--- src/design/dcis_pkg.sv ---
package dcis_pkg;

  // Access codes
  localparam logic [2:0] OP_RD_SYNC = 3'd0;
  localparam logic [2:0] OP_RD_CTRL = 3'd1;
  localparam logic [2:0] OP_RD_RECV = 3'd2;
  localparam logic [2:0] OP_WR_SYNC = 3'd3;
  localparam logic [2:0] OP_WR_CTRL = 3'd4;
  localparam logic [2:0] OP_SEND    = 3'd5;
  // Unassigned access codes: no effect
  localparam logic [2:0] OP_RSVD0   = 3'd6;
  localparam logic [2:0] OP_RSVD1   = 3'd7;

  // Bit positions in the sync register
  localparam int SYNC_REQ_BIT = 13;
  localparam int SYNC_EN_BIT  = 14;

  // Bit positions in the control register
  localparam int CTRL_SE_EN_BIT  = 2;
  localparam int CTRL_CLEAR_BIT  = 3;
  localparam int CTRL_RNE_EN_BIT = 10;
  localparam int CTRL_ERR_BIT    = 14;
  localparam int CTRL_FEN_BIT    = 15;

  typedef struct packed {
    logic [2:0]  opcode;
    logic        side;
    logic [31:0] write_data;
    logic [15:0] write_mask;
  } in_item_t;

  typedef struct packed {
    logic [31:0] read_data;
    logic        irq_side;
    logic        irq_sync;
    logic        irq_send_empty;
    logic        irq_recv_nonempty;
  } out_item_t;

endpackage

--- src/design/dcis_ram.sv ---
module dcis_ram #(
  parameter int DEPTH = 16,
  parameter int AW    = 4
) (
  input  logic          clk,
  input  logic          we,
  input  logic          wside,
  input  logic [AW-1:0] widx,
  input  logic [31:0]   wdata,
  input  logic          re,
  input  logic          rside,
  input  logic [AW-1:0] ridx,
  output logic [31:0]   rdata
);

  logic [31:0] mem [0:1][0:DEPTH-1];

  always_ff @(posedge clk) begin
    if (we) begin
      mem[wside][widx] <= wdata;
    end
  end

  // Pass a word being written in the same cycle straight to the read port.
  always_ff @(posedge clk) begin
    if (re) begin
      if (we && (wside == rside) && (widx == ridx)) begin
        rdata <= wdata;
      end else begin
        rdata <= mem[rside][ridx];
      end
    end
  end

endmodule

--- src/design/dcis_ctrl.sv ---
module dcis_ctrl #(
  parameter int DEPTH = 16,
  parameter int AW    = 4,
  parameter int CW    = 5
) (
  input  logic                 clk,
  input  logic                 rst_n,
  input  logic                 fire,
  input  dcis_pkg::in_item_t   item,
  input  logic [31:0]          mem_rdata,
  output logic [1:0][AW-1:0]   head_ahead,
  output logic                 mem_we,
  output logic                 mem_wside,
  output logic [AW-1:0]        mem_widx,
  output logic [31:0]          mem_wdata,
  output dcis_pkg::out_item_t  result
);
  import dcis_pkg::*;

  localparam int SW = CW + 1;

  logic [1:0]          fen_r, fen_nxt;
  logic [1:0]          err_r, err_nxt;
  logic [1:0]          rne_r, rne_nxt;
  logic [1:0]          se_r, se_nxt;
  logic [1:0]          sen_r, sen_nxt;
  logic [1:0][3:0]     nib_r, nib_nxt;
  logic [1:0][CW-1:0]  cnt_r, cnt_nxt;
  logic [1:0][AW-1:0]  head_r, head_nxt;
  logic [1:0][31:0]    last_r, last_nxt;

  logic                s, o;
  logic [15:0]         val, wm;
  logic [SW-1:0]       tail_sum;
  logic [AW-1:0]       tail;
  logic [CW-1:0]       head_inc;
  logic [AW-1:0]       head_o_next;
  logic                full_s, full_o, empty_s, empty_o;
  logic                fen_new, rne_new, se_new;
  logic [CW-1:0]       cnt_after;
  logic                we_c;

  assign s   = item.side;
  assign o   = ~item.side;
  assign val = item.write_data[15:0];
  assign wm  = item.write_mask;

  // Tail slot of the sender's FIFO: head plus count, wrapped once.
  assign tail_sum = SW'(head_r[s]) + SW'(cnt_r[s]);
  assign tail     = (tail_sum >= SW'(DEPTH)) ? AW'(tail_sum - SW'(DEPTH)) : AW'(tail_sum);

  // Head of the receive FIFO after one pop.
  assign head_inc    = CW'(head_r[o]) + CW'(1);
  assign head_o_next = (head_inc >= CW'(DEPTH)) ? '0 : AW'(head_inc);

  assign empty_s = (cnt_r[s] == '0);
  assign empty_o = (cnt_r[o] == '0);
  assign full_s  = (cnt_r[s] >= CW'(DEPTH));
  assign full_o  = (cnt_r[o] >= CW'(DEPTH));

  assign fen_new = wm[CTRL_FEN_BIT] ? val[CTRL_FEN_BIT] : fen_r[s];
  assign rne_new = wm[CTRL_RNE_EN_BIT] ? val[CTRL_RNE_EN_BIT] : rne_r[s];
  assign se_new  = wm[CTRL_SE_EN_BIT] ? val[CTRL_SE_EN_BIT] : se_r[s];
  assign cnt_after = val[CTRL_CLEAR_BIT] ? '0 : cnt_r[s];

  always_comb begin
    fen_nxt  = fen_r;
    err_nxt  = err_r;
    rne_nxt  = rne_r;
    se_nxt   = se_r;
    sen_nxt  = sen_r;
    nib_nxt  = nib_r;
    cnt_nxt  = cnt_r;
    head_nxt = head_r;
    last_nxt = last_r;
    we_c     = 1'b0;
    result   = '0;
    result.irq_side = s;
    unique case (item.opcode)
      OP_RD_SYNC: begin
        result.read_data = {17'b0, sen_r[s], 2'b0, nib_r[s], 4'b0, nib_r[o]};
      end
      OP_RD_CTRL: begin
        result.read_data = {16'b0, fen_r[s], err_r[s], 3'b0, rne_r[s], full_o, empty_o,
                            5'b0, se_r[s], full_s, empty_s};
      end
      OP_RD_RECV: begin
        result.irq_side = o;
        if (!empty_o) begin
          last_nxt[s]      = mem_rdata;
          result.read_data = mem_rdata;
          if (fen_r[s]) begin
            head_nxt[o] = head_o_next;
            cnt_nxt[o]  = cnt_r[o] - CW'(1);
            result.irq_send_empty = (cnt_r[o] == CW'(1)) && se_r[o];
          end
        end else begin
          err_nxt[s]       = 1'b1;
          result.read_data = last_r[s];
        end
      end
      OP_WR_SYNC: begin
        result.irq_side = o;
        if (wm[SYNC_EN_BIT]) begin
          sen_nxt[s] = val[SYNC_EN_BIT];
        end
        nib_nxt[s] = (nib_r[s] & ~wm[11:8]) | (val[11:8] & wm[11:8]);
        result.irq_sync = val[SYNC_REQ_BIT] && wm[SYNC_REQ_BIT] && sen_r[o];
      end
      OP_WR_CTRL: begin
        fen_nxt[s] = fen_new;
        rne_nxt[s] = rne_new;
        se_nxt[s]  = se_new;
        if (val[CTRL_CLEAR_BIT]) begin
          cnt_nxt[s]  = '0;
          head_nxt[s] = '0;
        end
        result.irq_send_empty = (val[CTRL_CLEAR_BIT] && se_new) ||
                                (!se_r[s] && se_new && (cnt_after == '0));
        result.irq_recv_nonempty = !rne_r[s] && rne_new && !empty_o;
        if (val[CTRL_ERR_BIT]) begin
          err_nxt[s] = 1'b0;
        end
      end
      OP_SEND: begin
        result.irq_side = o;
        if (fen_r[s]) begin
          if (!full_s) begin
            we_c       = 1'b1;
            cnt_nxt[s] = cnt_r[s] + CW'(1);
            result.irq_recv_nonempty = empty_s && rne_r[o];
          end else begin
            err_nxt[s] = 1'b1;
          end
        end
      end
      default: begin
      end
    endcase
  end

  assign mem_we     = fire && we_c;
  assign mem_wside  = s;
  assign mem_widx   = tail;
  assign mem_wdata  = item.write_data;
  assign head_ahead = fire ? head_nxt : head_r;

  always_ff @(posedge clk) begin
    if (!rst_n) begin
      fen_r  <= '0;
      err_r  <= '0;
      rne_r  <= '0;
      se_r   <= '0;
      sen_r  <= '0;
      nib_r  <= '0;
      cnt_r  <= '0;
      head_r <= '0;
      last_r <= '0;
    end else if (fire) begin
      fen_r  <= fen_nxt;
      err_r  <= err_nxt;
      rne_r  <= rne_nxt;
      se_r   <= se_nxt;
      sen_r  <= sen_nxt;
      nib_r  <= nib_nxt;
      cnt_r  <= cnt_nxt;
      head_r <= head_nxt;
      last_r <= last_nxt;
    end
  end

  a_cnt_bound: assert property (@(posedge clk) disable iff (!rst_n)
    (cnt_r[0] <= CW'(DEPTH)) && (cnt_r[1] <= CW'(DEPTH)))
    else $error("fifo count beyond depth");

  a_head_bound: assert property (@(posedge clk) disable iff (!rst_n)
    (CW'(head_r[0]) < CW'(DEPTH)) && (CW'(head_r[1]) < CW'(DEPTH)))
    else $error("fifo head beyond depth");

  a_send_grows: assert property (@(posedge clk) disable iff (!rst_n)
    fire && (item.opcode == OP_SEND) && !item.side |=> cnt_r[0] >= $past(cnt_r[0]))
    else $error("send lowered own fifo count");

  a_write_free: assert property (@(posedge clk) disable iff (!rst_n)
    mem_we |-> !full_s && fen_r[s])
    else $error("fifo write while full or disabled");

endmodule

--- src/design/dual_cpu_ipc_sync_fifo_top.sv ---
// Two-processor mailbox: sync nibbles, FIFO control registers and a pair of
// send FIFOs, one per processor; each side pops the other side's FIFO.
// Input channel (in_valid/in_ready/in_data): one bus access per item, giving
// the access code, the accessing side, write data and a write mask.
// Result channel (out_valid/out_ready/out_data): one item per access with
// read data and one pulse per interrupt kind toward out_data.irq_side.
// An accepted access is held in the access register and its result is then
// registered in the result register. Throughput: one access per cycle unless
// out_ready stalls; the access register, the single pass of register update
// logic and the result register form the only path, and the FIFO word for a
// receive is fetched from the FIFO RAM as the access enters.
// Reset (rst_n low, synchronous): sync and control registers, FIFO counts and
// heads and the last received words clear; FIFO contents stay undefined and
// need no clearing pass, so an access can be taken right after reset.
// Stall: while out_ready is low the result holds in the output register, one
// further access is taken into the access register and then in_ready drops
// until the result is taken.
module dual_cpu_ipc_sync_fifo_top #(
  parameter int FIFO_DEPTH = 16
) (
  input  logic                 clk,
  input  logic                 rst_n,
  input  logic                 in_valid,
  output logic                 in_ready,
  input  dcis_pkg::in_item_t   in_data,
  output logic                 out_valid,
  input  logic                 out_ready,
  output dcis_pkg::out_item_t  out_data
);
  import dcis_pkg::*;

  localparam int AW = (FIFO_DEPTH > 1) ? $clog2(FIFO_DEPTH) : 1;
  localparam int CW = $clog2(FIFO_DEPTH + 1);

  // Access register
  logic      acc_valid_r, acc_valid_nxt;
  in_item_t  acc_r;
  // Result register
  logic      out_valid_r, out_valid_nxt;
  out_item_t out_r;

  logic                advance;
  logic                take;
  out_item_t           result;
  logic [1:0][AW-1:0]  head_ahead;
  logic                mem_we;
  logic                mem_wside;
  logic [AW-1:0]       mem_widx;
  logic [31:0]         mem_wdata;
  logic [31:0]         mem_rdata;
  logic                rside;

  // Advance the held access when the result register is free or being emptied.
  assign advance  = acc_valid_r && (!out_valid_r || out_ready);
  assign in_ready = !acc_valid_r || advance;
  assign take     = in_valid && in_ready;

  assign acc_valid_nxt = take ? 1'b1 : (advance ? 1'b0 : acc_valid_r);
  assign out_valid_nxt = advance ? 1'b1 : (out_ready ? 1'b0 : out_valid_r);

  always_ff @(posedge clk) begin
    if (!rst_n) begin
      acc_valid_r <= 1'b0;
      out_valid_r <= 1'b0;
    end else begin
      acc_valid_r <= acc_valid_nxt;
      out_valid_r <= out_valid_nxt;
    end
  end

  always_ff @(posedge clk) begin
    if (take) begin
      acc_r <= in_data;
    end
    if (advance) begin
      out_r <= result;
    end
  end

  // Fetch the receive FIFO front for the incoming access, using the heads as
  // they stand after the access that leaves at the same edge.
  assign rside = ~in_data.side;

  dcis_ram #(
    .DEPTH (FIFO_DEPTH),
    .AW    (AW)
  ) u_ram (
    .clk   (clk),
    .we    (mem_we),
    .wside (mem_wside),
    .widx  (mem_widx),
    .wdata (mem_wdata),
    .re    (take),
    .rside (rside),
    .ridx  (head_ahead[rside]),
    .rdata (mem_rdata)
  );

  dcis_ctrl #(
    .DEPTH (FIFO_DEPTH),
    .AW    (AW),
    .CW    (CW)
  ) u_ctrl (
    .clk        (clk),
    .rst_n      (rst_n),
    .fire       (advance),
    .item       (acc_r),
    .mem_rdata  (mem_rdata),
    .head_ahead (head_ahead),
    .mem_we     (mem_we),
    .mem_wside  (mem_wside),
    .mem_widx   (mem_widx),
    .mem_wdata  (mem_wdata),
    .result     (result)
  );

  assign out_valid = out_valid_r;
  assign out_data  = out_r;

  a_free_ready: assert property (@(posedge clk) disable iff (!rst_n)
    !out_valid_r |-> in_ready)
    else $error("input blocked with empty result register");

  a_stall_cause: assert property (@(posedge clk) disable iff (!rst_n)
    !in_ready |-> acc_valid_r && out_valid_r && !out_ready)
    else $error("input blocked without a stalled result");

  a_result_follows: assert property (@(posedge clk) disable iff (!rst_n)
    advance |=> out_valid_r)
    else $error("advanced access produced no result");

endmodule

--- config.mk ---
export PLATFORM = sky130hd
export DESIGN_NAME = dual_cpu_ipc_sync_fifo_top
export DESIGN_NICKNAME = d
export VERILOG_FILES = /design/src/design/dcis_pkg.sv /design/src/design/dcis_ram.sv /design/src/design/dcis_ctrl.sv /design/src/design/dual_cpu_ipc_sync_fifo_top.sv
export SDC_FILE = /design/constraint.sdc
export NUM_CORES = 2
export LEC_CHECK = 0
export BUFFER_PORTS_ARGS = -buffer_cell sky130_fd_sc_hd__buf_4
export CORE_AREA = 2 2 358 360
export CTS_BUF_LIST = sky130_fd_sc_hd__clkbuf_16
export CTS_CLUSTER_DIAMETER = 60
export CTS_CLUSTER_SIZE = 28
export DETAILED_ROUTE_END_ITERATION = 16
export DIE_AREA = 0 0 360 362
export HOLD_SLACK_MARGIN = 0.02
export PLACE_DENSITY = 0.63
export SLEW_MARGIN = 20
export SYNTH_ARGS = -nofsm -noshare
export SYNTH_HDL_FRONTEND = slang
export SYNTH_SLANG_ARGS = --single-unit
--- constraint.sdc ---
create_clock -name clk -period 12.91 [get_ports clk]
set_input_delay 1.291 -clock clk [delete_from_list [all_inputs] [get_ports clk]]
set_output_delay 1.291 -clock clk [all_outputs]
set_load 0.01 [all_outputs]
# == Word level (Yosys, flattened, before mapping) ==
# Memories as Yosys holds them, arrays and structs flattened.
# Index checks and enable logic that the tools add are counted.
# word_totals
reg_bits,222
ram_bits,1024
input_bits,56
output_inout_bits,38
word_cells,213
mem_count,1
# mem_list
name,words,word_bits,rd,rd_clocked_by_memory_dff,wr,line_no,rtl
u_ram.mem,2,512,1,0,1,dcis_ram.sv:16,logic [31:0] mem [0:1][0:DEPTH-1];
# op_classes
addsub,5
n_lt_le_gt_ge,12
n_eq_ne,16
n_mux,99
bitwise,16
reduce_logical,39
# op_table
op,n
$mux W512,1
$mux W32,8
$bmux W32 S4,1
$demux W32 S4,1
$pmux W32 S3,1
$bwmux W64,1
$mux W4,14
$mux W10,5
$mux W5,7
$mux W1,33
$demux W32 S1,1
$mux W8,4
$pmux W10 S3,1
$ge A5 B5 Y1 const B,5
$bwmux W10,2
$logic_and A1 B1 Y1,17
$bwmux W8,2
$pmux W8 S2,1
$logic_not A5 Y1,3
$and A10 B10 Y10,1
$demux W5 S1,2
$not A10 Y10,1
$not A4 Y5,2
$and A4 B4 Y4,2
41 further kinds,71

# == Longest topological paths before layout ==
# logic_depth
ltp_word,18
ltp_mapped,18
mapped_depth_nobuf,11

# == By module ==
# From an unflattened synthesis, not the netlist that was laid out.
# unflattened
cells_unflattened,2777
area_unflattened_um2,49496.2
# by_module_without_submodules
module,n_inst,cells_each,area_each_um2,seq_area_each_um2
dcis_ram,1,1891,40448.8,31710.4
dcis_ctrl,1,784,6252.2,2001.9
dual_cpu_ipc_sync_fifo_top,1,102,2795.2,2682.6

# == Worst setup path before layout ==
# OpenSTA, ideal clock, no wires.
# synth_path
kind,input-to-reg
from,input out_ready
to,"memory u_ram.mem[1][192] (netlist bit), enable pin"
setup_ps,421
t_arrival_ps,5108
slack_ps,7381
stages,6
n_path_buf,0
cell_sequence,nor2b_1 > nor2_1 > nand3_1 > nor2_1 > nand3_1 > nor2_1
# synth_between
elab_chain_cells,5
# synth_lines
item,line_no,rtl
from (decl),dual_cpu_ipc_sync_fifo_top.sv:27,"input logic out_ready,"
$logic_or A1 B1 Y1,dual_cpu_ipc_sync_fifo_top.sv:54,assign advance = acc_valid_r && (!out_valid_r || out_ready);
$logic_and A1 B1 Y1,dual_cpu_ipc_sync_fifo_top.sv:54,
named net advance,dual_cpu_ipc_sync_fifo_top.sv:42,logic advance;
$logic_and A1 B1 Y1,dcis_ctrl.sv:142,assign mem_we = fire && we_c;
$mux W1,dcis_ram.sv:19,if (we) begin
$mux W512 (not written as such),dcis_ram.sv:20,mem[wside][widx] <= wdata;
to (decl),dcis_ram.sv:16,
# The timed path passes the listed nets, and every way through them passes these cells.

# == Final worst setup path ==
# layout_path
from,register acc_r[48] (netlist bit)
to,"register u_ram.rdata[11], data pin"
# layout_between
elab_chain_cells,17
elab_cells_between_ends,53
classes_between,add/sub: 3; order compare: 7; eq/ne: 2; mux: 31; bitwise: 4; reduce/logical: 6
# layout_lines
item,line_no,rtl
from (decl),dual_cpu_ipc_sync_fifo_top.sv:37,in_item_t acc_r;
from (signal assigned),dual_cpu_ipc_sync_fifo_top.sv:73,acc_r <= in_data;
$mux W4 (not written as such) or $not A1 Y1 (tied branches),"dcis_ctrl.sv:53, dcis_ctrl.sv:44",
"$mux W4 (not written as such), or another cell as far along",dcis_ctrl.sv:53,assign head_inc = CW'(head_r[o]) + CW'(1);
$add A4 B1 Y5 or $logic_and A1 B1 Y1 (tied branches),"dcis_ctrl.sv:53, dcis_ctrl.sv:93",
$ge A5 B5 Y1 or $mux W4 (tied branches),"dcis_ctrl.sv:54, dcis_ctrl.sv:93",
$mux W4 or $demux W4 S1 (tied branches),n/a,
$bwmux W8,dcis_ctrl.sv:93,head_nxt[o] = head_o_next;
$mux W8,dcis_ctrl.sv:92,if (fen_r[s]) begin
$mux W8,dcis_ctrl.sv:89,if (!empty_o) begin
$pmux W8 S2,dcis_ctrl.sv:79,unique case (item.opcode)
$mux W8,dcis_ctrl.sv:146,assign head_ahead = fire ? head_nxt : head_r;
$mux W4 (not written as such) (2 in a row),dual_cpu_ipc_sync_fifo_top.sv:95,".ridx (head_ahead[rside]),"
$not A4 Y5 (not written as such),dcis_ram.sv:30,rdata <= mem[rside][ridx];
$bmux W32 S4,dcis_ram.sv:30,
$mux W32 (not written as such) (2 in a row),dcis_ram.sv:30,
$mux W32 *,dcis_ram.sv:27,if (we && (wside == rside) && (widx == ridx)) begin
to (signal assigned),dcis_ram.sv:28,rdata <= wdata;
to (signal assigned),dcis_ram.sv:30,
to (decl),dcis_ram.sv:13,output logic [31:0] rdata
# Every way passes the cells marked *; elsewhere a longest branch is shown, timed or not. The select of a mux whose other input is x is not followed.
# A chain may end at the register's enable or synchronous reset.

==> results.py <==
metrics = {
    "outcome": {
        "outcome": "finished, final reports clean",
    },
    "detailed_routing": {
        "wl_met2_um": 62300,
        "ant_nets": 0,
        "drtIter0Drc": 3640,
        "wire_per_inst_um": 25.2,
        "top_layer": "met5",
        "first_pass_iters": 6,
        "wirelength_um": 133000,
        "wl_met3_um": 11500,
        "vias": 31000,
        "drc": 0,
        "drt-met1-wl_um": 56700,
        "viasPerCell": 5.85,
    },
    "place": {
        "io_buffers": 85,
        "gp_congestion": 0.815,
        "dpl-instance-area_mm2": 0.0529,
        "hpwl_um": 71800,
    },
    "global_routing": {
        "grt_pass1_vias": 29300,
        "grt-ovfl-total": 0,
        "antenna_found_initial": 5,
        "grt_pass1_wl_um": 196000,
        "grtUsageTotal_pct": 20.1,
        "grt_max_degree": 103,
    },
    "yosys": {
        "postSynth.asyncResetShare_pct": 0,
        "yosys.area.top_type_share_pct": 67.9,
        "synth_mux_area_share_pct": 4.73,
        "synth.avg_cell_area_um2": 14.2,
        "synth_top_family_by_area": "compound AO/OA/AOI/OAI gates",
        "synth-main-ff-cell": "edfxtp_1",
        "yosysTopAreaCell": "edfxtp_1",
        "yosys.area_share.simple_pct": 9.19,
        "synthAdderAreaFrac_pct": 0.289,
        "synth_area_leaders": "edfxtp_1 (68%), dfxtp_1 (4.1%), nand2_1 (4.0%)",
        "syn_nets": 3617,
        "yosys_register_bits": 1238,
        "synth_cell_types": 96,
        "synth-seq-area-share_pct": 72.0,
        "synth_cells": 3550,
        "synthXorXnorAreaFrac_pct": 0.209,
        "synth_compound_area_share_pct": 11.1,
        "synth_edf_count": 1136,
        "yosys_warnings": 0,
        "syn-cell-area_mm2": 0.0502,
    },
    "clock_network": {
        "cts_hold_buf": 0,
        "clockBufferDepth": 3,
        "htreeDepth": 3,
        "clkSinkCount": 1238,
        "cts_tree": "done",
        "clk_latency_ns": 0.70,
        "cts_resized": 0,
        "post_cts_buffers": 0,
        "numCtsBuffers": 84,
        "clockRootBuffer": "clkbuf_16",
        "clk_pin_slew_ns": 0.08,
    },
    "setup_path": {
        "r2r.worst_path.cells": 14,
        "crit_family": "buffers and inverters",
        "cp-end-kind": "flip-flop",
        "crit_path_start": "acc_r[48]",
        "r2r-start": "acc_r[48]",
        "crit_path_max_incr_delay_ns": 0.81,
        "timing.critical_path.cells": "buf_12 -> mux2i_1 -> ha_1 -> or4b_1 -> a21oi_2 -> o31ai_4 -> buf_4 -> nand2_8 -> buf_4 -> mux2i_1 -> a211oi_1 -> nand4_1 -> o211ai_1 -> mux2_4",
        "crit_type": "reg -> reg",
        "worstPathRequired_ns": 13.47,
        "crit_path_top_delay_cell": "buf_4",
        "reg2reg_setup_slack_ns": 6.80,
        "crit_arrival_ns": 6.67,
        "regToRegEndpoint": "u_ram.rdata[11]",
        "worstPathMaxFanout": 102,
        "cp-start-kind": "flip-flop",
        "crit_buf_inv": 3,
        "cp.depth": 14,
    },
    "hold_path": {
        "hp-class": "reg -> reg",
        "hold_start": "u_ctrl.last_r[51]",
        "holdPathEnd": "u_ctrl.last_r[51]",
        "hold_path_depth": 2,
    },
    "floorplanning": {
        "die_y_um": 362,
        "die-area_mm2": 0.130,
        "rows": 131,
        "core-area_mm2": 0.127,
        "dieWidth_um": 360,
        "start_util_pct": 39.7,
        "num_io_pins": 94,
    },
    "sta": {
        "fin_skew_ns": 0.0352,
        "worst_slew_pin_slew_ns": 1.12,
        "slew_violations": 0,
        "max-slew-margin-rel_pct": 25.3,
        "hold_violations": 0,
        "max_freq_ghz": 0.164,
        "fin_tns_setup_ns": 0,
        "period_share_pct": 47.4,
        "fin_crit_ns": 6.11,
        "setup_viol": 0,
        "grt_setup_unrepaired": "false",
    },
    "run": {
        "cap_viol_max_count": 0,
    },
    "power": {
        "ir_drop_mv": 0.0930,
        "seq_power_share_pct": 57.8,
        "cell_internal_pwr_w": 0.00586,
        "clockPowerShare_pct": 38.9,
        "p_leak_nw": 17.8,
        "swShare_pct": 23.5,
        "power_frac_comb_pct": 3.3,
        "switchingPower_w": 0.00180,
        "p_per_area_mw_per_mm2": 137,
    },
    "final_layout": {
        "nets": 3632,
        "fin_area_mm2": 0.0561,
        "layout-drive-gt1-share_pct": 13.0,
        "antenna_cells": 0,
        "final_common_cell": "edfxtp_1",
        "area_delta_synth_final_pct": 11.6,
        "layout_common_cells": "edfxtp_1 (1136), nand2_1 (531), a211oi_1 (238)",
        "fillerInstances": 11200,
    },
}
==> worst register-to-register path, cell delays in order, from the launching register on <==
cell and delay (ns):
edfxtp_1 0.38, buf_12 0.45, mux2i_1 0.45, ha_1 0.39, or4b_1 0.49, a21oi_2 0.35
o31ai_4 0.13, buf_4 0.29, nand2_8 0.60, buf_4 0.92, mux2i_1 0.26, a211oi_1 0.28
nand4_1 0.39, o211ai_1 0.38, mux2_4 0.23
==> final cells by class <==
cell class	instances	area, µm²	area share [%]
timing repair buffer	186	1450	2.59
clock buffer	86	2150	3.84
tap	1662	2080	3.71
sequential	1238	36200	64.5
clock inverter	71	955	1.70
inverter	23	91.3	0.163
multi-input combinational	2032	13200	23.5
==> through the flow <==
step | std cells | util (%) | power [W] | worst slack, ns | hold WS, ns
after CTS | 5294 | 44.2 | 0.00770 | 6.94 | 0.456
after global placement | 5137 | 41.8 | 0.00477 | 6.82 | 0.439
after global routing | 5298 | 44.3 | 0.00787 | 6.55 | 0.471
after detailed placement | 5137 | 41.8 | 0.00477 | 6.80 | 0.446
final | 5298 | 44.3 | 0.00766 | 6.80 | 0.456
after floorplan | 3550 | - | 0.00465 | 7.38 | 0.433
==> Yosys cell counts, drive strengths merged, types with 41 or more instances <==
library cell and n:
nor2 117, a21oi 205, edfxtp 1136, a211oi 239, nand2 536, mux2 41, and3 208, o21ai 98
clkbuf 137, a31oi 52, a32oi 53, dfxtp 102, mux2i 161, buf 120
==> worst max path at each step <==
stage	to	slack, ns
4_1_cts	u_ram.rdata[11]	6.94
3_5_place_dp	u_ram.rdata[9]	6.80
5_1_grt	u_ram.rdata[15]	6.55
3_3_place_gp	u_ram.rdata[9]	6.82
6_report	u_ram.rdata[11]	6.80
2_1_floorplan	u_ram.mem[1][192]	7.38
==> per-layer routing <==
layer	vias up	GRT usage (%)
li1	13800	-
met1	15700	28.1
met2	1352	32.4
met3	195	3.61
met4	6	4.88
met5	-	0
==> power by group through the flow <==
stage	sequential, W	combinational (W)	clock (W)
finish	0.00443	0.000255	0.00298
detailed placement	0.00452	0.000246	0
floorplan	0.00453	0.000118	0
CTS	0.00443	0.000247	0.00302
global placement	0.00452	0.000243	0
global route	0.00443	0.000272	0.00316
==> state kept, by name, summed over array words and instances, names as in the netlist, named ones only <==
name           flops
u_ram.mem       1024
u_ctrl.rne_r       2
u_ctrl.fen_r       2
out_valid          1
out_data          36
acc_valid_r        1
u_ctrl.cnt_r      10
acc_r             44
u_ctrl.head_r      8
u_ctrl.sen_r       2
u_ctrl.se_r        2
u_ram.rdata       32
u_ctrl.last_r     64
u_ctrl.nib_r       8
==> kinds of logic after synthesis <==
group | after synthesis
AO/OA/AOI/OAI | 809
multiplexers | 212
XOR/XNOR | 12
buffers and inverters | 280
adder cells (fa/ha/maj) | 11
AND/OR/NAND/NOR | 988
flip-flops | 1238
Note: power is estimated with default switching activity, not from simulation.
